===== src/bhsm_pkg.sv =====
// Shared types and constants for the branch history signature matcher.
// No dependencies; used by every module in src.
package bhsm_pkg;

    localparam int DEF_HISTORY_LEN    = 20;
    localparam int DEF_MAX_SIGNATURES = 1024;
    localparam int SIG_W              = 64;

    localparam logic MODE_LOAD   = 1'b0;
    localparam logic MODE_BRANCH = 1'b1;

    typedef enum logic [1:0] {
        ST_IDLE,
        ST_SEARCH,
        ST_RESULT
    } bhsm_state_t;

    typedef struct packed {
        logic load_wr;
        logic hist_shift;
        logic srch_clear;
        logic srch_step;
        logic res_set;
        logic res_full;
        logic res_hit;
    } bhsm_cmd_t;

    typedef struct packed {
        logic full_after_shift;
        logic table_empty;
        logic srch_hit;
        logic srch_miss;
    } bhsm_status_t;

endpackage


===== src/bhsm_ctrl.sv =====
// Controller state machine: sequences load, shift, table search and result.
// Depends on bhsm_pkg.
module bhsm_ctrl
    import bhsm_pkg::*;
(
    input  logic         clk,
    input  logic         rst_n,
    input  logic         in_valid,
    output logic         in_stall,
    input  logic         mode,
    input  logic         from_main_image,
    output logic         out_valid,
    input  logic         out_stall,
    output bhsm_cmd_t    cmd,
    input  bhsm_status_t status
);

    bhsm_state_t state_reg;
    bhsm_state_t state_next;

    always_ff @(posedge clk or negedge rst_n)
    begin
        if (!rst_n)
        begin
            state_reg <= ST_IDLE;
        end
        else
        begin
            state_reg <= state_next;
        end
    end

    always_comb
    begin
        state_next = state_reg;
        cmd        = '0;
        in_stall   = 1'b1;
        out_valid  = 1'b0;
        unique case (state_reg)
            ST_IDLE:
            begin
                in_stall = 1'b0;
                if (in_valid)
                begin
                    if (mode == MODE_LOAD)
                    begin
                        cmd.load_wr = 1'b1;
                    end
                    else if (from_main_image)
                    begin
                        cmd.hist_shift = 1'b1;
                        if (!status.full_after_shift || status.table_empty)
                        begin
                            cmd.res_set  = 1'b1;
                            cmd.res_full = status.full_after_shift;
                            cmd.res_hit  = 1'b0;
                            state_next   = ST_RESULT;
                        end
                        else
                        begin
                            cmd.srch_clear = 1'b1;
                            state_next     = ST_SEARCH;
                        end
                    end
                end
            end
            ST_SEARCH:
            begin
                cmd.srch_step = 1'b1;
                if (status.srch_hit || status.srch_miss)
                begin
                    cmd.res_set  = 1'b1;
                    cmd.res_full = 1'b1;
                    cmd.res_hit  = status.srch_hit;
                    state_next   = ST_RESULT;
                end
            end
            ST_RESULT:
            begin
                out_valid = 1'b1;
                if (!out_stall)
                begin
                    state_next = ST_IDLE;
                end
            end
            default:
            begin
                state_next = ST_IDLE;
            end
        endcase
    end

endmodule


===== config.mk =====
export PLATFORM = sky130hd
export DESIGN_NAME = bhsm_ctrl
export DESIGN_NICKNAME = d
export VERILOG_FILES = /design/src/bhsm_pkg.sv /design/src/bhsm_ctrl.sv
export SDC_FILE = /design/constraint.sdc
export NUM_CORES = 1
export LEC_CHECK = 0
export ABC_AREA = 1
export BUFFER_PORTS_ARGS = -buffer_cell sky130_fd_sc_hd__buf_2
export CAP_MARGIN = 10
export CORE_AREA = 2 2 39 41
export CTS_BUF_LIST = sky130_fd_sc_hd__clkbuf_2
export CTS_CLUSTER_DIAMETER = 120
export DETAILED_ROUTE_END_ITERATION = 8
export DIE_AREA = 0 0 41 43
export GPL_TIMING_DRIVEN = 0
export SYNTH_ARGS = -nofsm -noshare
export SYNTH_HDL_FRONTEND = slang
export SYNTH_SLANG_ARGS = --single-unit

===== constraint.sdc =====
create_clock -name clk -period 0.88 [get_ports clk]
set_input_delay 0.088 -clock clk [delete_from_list [all_inputs] [get_ports clk]]
set_output_delay 0.088 -clock clk [all_outputs]
set_load 0.01 [all_outputs]

# [Word level (Yosys, flattened, before mapping)]
# Index checks and enable logic that the tools add are counted.
[classes] eq_ne=7 muxes=22 n_reduce_logical=5
[op_table] cell="two-way mux 3 bit" count=7
[op_table] cell="two-way mux 2 bit" count=8
[op_table] cell="!= test 2 bit (second input constant)" count=5
[op_table] cell="one-hot mux 2 bit (3 select lines)" count=1
[op_table] cell="one-hot mux 3 bit (2 select lines)" count=1
[op_table] cell="two-way mux 1 bit" count=5
[op_table] cell="AND reduction 5 bit" count=1
[op_table] cell="equality test 2 x 1 -> 1 bit (second input constant)" count=1
[op_table] cell="equality test 2 bit (second input constant)" count=1
[op_table] cell="logical NOT 2 bit" count=1
[op_table] cell="logical OR 1 bit" count=2
[op_table] cell="logical NOT 1 bit" count=1
[word_totals] regBits=2 inputBits=10 out_inout_bits=9 word_cells=35

# [Longest topological paths before layout]
[depth] word_depth=7 ltp_mapped=5 mapped_depth_nobuf=5

# [Worst setup path before layout]
# OpenSTA, ideal clock, no wires.
[synth_path] path_type="register -> output" startpoint="reg state_reg[0]" endpoint="out cmd[1] in the netlist's numbering" arrival_ps=888 required_ps=792 path_slack_ps=-96 stages_incl_launch_ff=6 path_buffers=0 cell_sequence="dfrtp_1 > inv_2 > nand2_4 > nor2_4 > nand2_1 > nand2_1"
[synth_lines] item="start, declared" line_no="bhsm_ctrl.sv:18" rtl="bhsm_state_t state_reg;"
[synth_lines] item="start signal, assigned" line_no="bhsm_ctrl.sv:29" rtl="state_reg <= state_next;"
[synth_lines] item="end, declared" line_no="bhsm_ctrl.sv:14" rtl="output bhsm_cmd_t cmd,"

==> summary by stage <==
Floorplanning
The number of standard-cell rows in the floorplan is 14. The horizontal die dimension is 41 um. 19 I/O pins were placed. The standard cell core area is 1380 um2. The die covers 1760 um2. The initial core utilization is 15.9%. The die boundary height is 43 um.

Timing
The number of hold violations in the final report was 0. The worst clock skew on the final layout is 0.00167 ns. The part of the cycle the worst path needs is 135%. The total of endpoints with negative setup slack in the final report is 11. Setup repair after global routing could not meet its margin everywhere. For the finished layout, the period the worst path requires is 1.19 ns.

In this run the tightest slew margin relative to its limit is 84.6%. At the pin with the least slew margin, the transition time is 0.229 ns. Across all setup checks in the final design, the least slack found is -0.312 ns. Based on the critical path, the design can be clocked at up to 839 MHz.

The count of pins over their slew limit came to 0. The final-layout worst hold slack is 0.213 ns.

Logic synthesis
The Yosys step of the flow raised 0 warnings. Sequential elements use 22.7% of the synthesized area. The number of nets in the synthesized netlist is 45.

The unique cell type count in the Yosys netlist is 13. Synthesis produced a netlist whose cell count is 35. The mapped netlist covers 220 um2. The mean instance size in the synthesized netlist is 6.29 um2. The synthesis-stage register bit count is 2.

Critical path
The number of cells on the critical path is 6. Data on the critical path arrives at its endpoint at 1.10 ns. Walking the worst path, the cells encountered are inv_2 > nand2_4 > nor2_4 > nand2_1 > nand2_2 > buf_6. Of all nets on the critical path, the largest fanout is 4. The kind of critical path is reg2out. Grouping stages by cell kind, the critical path spends the most delay in flip-flops.

The element type at the critical path start is a flop. The category of the worst setup path capture point is an output port. The peak per-stage delay on the critical path is 0.43 ns.

Measured in cells, the most critical reg-to-reg path has a length of 4. The critical path contains buffers and inverters numbering 2 combined. The cell with the largest stage delay on the worst path is dfrtp_2. STA puts the critical path data required time at 0.79 ns.

Place
The final RePlAce weighted congestion is 0.689. In this run, placement finished with an instance count of 69. The setup slack after placement is -0.139 ns. The HPWL after detailed placement is 469 um. Input and output buffers added on the ports amount to 18.

Clock network
The clock-pin transition on the worst setup and hold timing paths is 0.03 ns. TritonCTS built the clock tree. The H-tree depth is 1.

The number of buffers inserted during clock tree synthesis is 3. The clock drives 2 sinks. The clock root buffer is clkbuf_2. Counting along the longest clock path gives a buffer depth of 2.

For the worst-skew pair, the clock arrives at the later sink with an insertion delay of 0.19 ns.

Final layout
0 antenna diodes ended up in the layout. For this run, the number of standard cells in the final layout without fillers is 76. In the final layout, the share of cells above drive strength 1 is 65.0%. The number of flip-flops in the largest register is 2. In the layout the commonest cells are buf_2 (14), nand2_1 (9), inv_1 (4), nand2_2 (4), buf_6 (4). The area growth from synthesis to layout is 89.2%. In the final design database the tool counted 72 nets. The number of filler instances in the final layout is 159.

The library cell used most frequently in the layout, excluding fill and tap cells, is buf_2.

GRT
The via count of the first global-routing pass is 244. The number of antenna violations at the first check in global routing is 0. The total global-route track usage is 7.43%. The first global-routing pass estimated 855 um of wire.

The largest net degree at the start of global routing is 5. The total overflow left after global routing is 0.

Power and ir drop
The clock network accounts for 25.5% of the total power. Cell internal power was estimated by the tool at 329 uW. Net switching is 40.3% of the power. VDD sags by at most 402 uV. The part of the power in registers is 25.1%. Combinational logic is responsible for 49.4% of the overall power. In this run the power spent charging and discharging nets is 222 uW. The total power divided by cell area is 1320 nW/um2. For this design the static power due to leakage is 0.000253 uW.

Drt
Summing over every cut layer, the via total after detailed routing is 295. In the routed layout, each cell is associated on average with a via count of 3.88. The overall routed net length is 582 um. The mean routed wirelength per cell is 7.66 um. Once detail routing completed, the nets flagged for antenna violations numbered 0.

In this run, the number of DRC markers left after iteration 0 of detailed routing was 1. After detailed routing, the number of remaining DRC violations is 0. The length of the first detailed-routing pass in iterations is 2.

Job
The total of max-cap violations is 0.

Run status
The run finished, with violations left. The checks that failed: negative setup slack.

Worst hold path
The worst hold path class is in2async.
## Yosys cell counts, drive strengths merged
master / instances / area share, %
nand3: 1 / 8.0
o21ai: 2 / 4.5
nor2: 8 / 22
inv: 7 / 12
dfrtp: 2 / 23
nand2: 14 / 28
and3: 1 / 2.8
## power by group through the flow
stage	registers [uW]	clock network [uW]	logic [uW]
final	138	141	272
after global placement	132	0	230
after detailed placement	132	0	231
after floorplan	130	0	146
after global routing	139	156	301
after CTS	137	153	275
## through the flow
step / utilization, % / TNS, ns / instance area (um2) / total power [uW]
after floorplan: - / -0.197 / 228 / 276
after global placement: 24.4 / -0.600 / 338 / 362
after detailed placement: 24.4 / -0.610 / 338 / 363
after CTS: 29.9 / -2.32 / 414 / 565
after global routing: 30.1 / -2.92 / 417 / 596
final: 30.1 / -2.20 / 417 / 551
## worst reg2reg max path, stage by stage (launching register included)
cell and delay, ns:
dfrtp_1 0.40, buf_4 0.15, o21ai_0 0.16, nand2_1 0.07, nor2_1 0.08
## routing by layer
metal	GRT usage (%)	wire length (um)	up-vias	share of wire, %
li1	-	-	154	-
met1	6.75	219	129	38
met2	11.9	306	12	53
met3	6.28	56	0	9.6
met4	2.00	0	0	0
met5	0	0	-	0
## final cells by class
class | count | area, um2 | area share, %
clock buffers | 3 | 15.0 | 3.60
inverters | 7 | 26.3 | 6.31
multi-input cells | 26 | 156 | 37.5
flip-flops and latches | 2 | 51.3 | 12.3
well taps | 16 | 20.0 | 4.80
repair buffers | 22 | 148 | 35.4
## kinds of logic (layout without fill, tap and decap cells)
group	after synthesis	count (layout)	synth area share, %
AOI/OAI and AO/OA	2	2	4.54
and+or+nand+nor	24	24	60.8
buffers and inverters	7	32	11.9
DFF	2	2	22.7
## path summary, 6_finish.rpt
path / slack [ns] / end / start
min in group clk: 0.21 / state_reg[0]$_DFFE_PN0P_ / status[2]
worst min register to register: 0.64 / state_reg[1]$_DFFE_PN0P_ / state_reg[1]$_DFFE_PN0P_
worst min-delay path: 0.21 / state_reg[1]$_DFFE_PN0P_ / rst_n
worst max register to register: -0.04 / state_reg[1]$_DFFE_PN0P_ / state_reg[0]$_DFFE_PN0P_
max in group asynchronous: 0.56 / state_reg[1]$_DFFE_PN0P_ / rst_n
worst max-delay path: -0.31 / cmd[1] / state_reg[1]$_DFFE_PN0P_
## timing repair
action                                  in CTS  in global routing
pin swaps                                    1                  0
gates cloned                                 0                  0
hold endpoints to repair                     2                  0
buffers inserted                             3                  0
resized for setup                            6                  1
hold buffers                                 1                  0
endpoints found under the setup margin      11                 11
No activity file was read; power rests on OpenSTA's default activity.
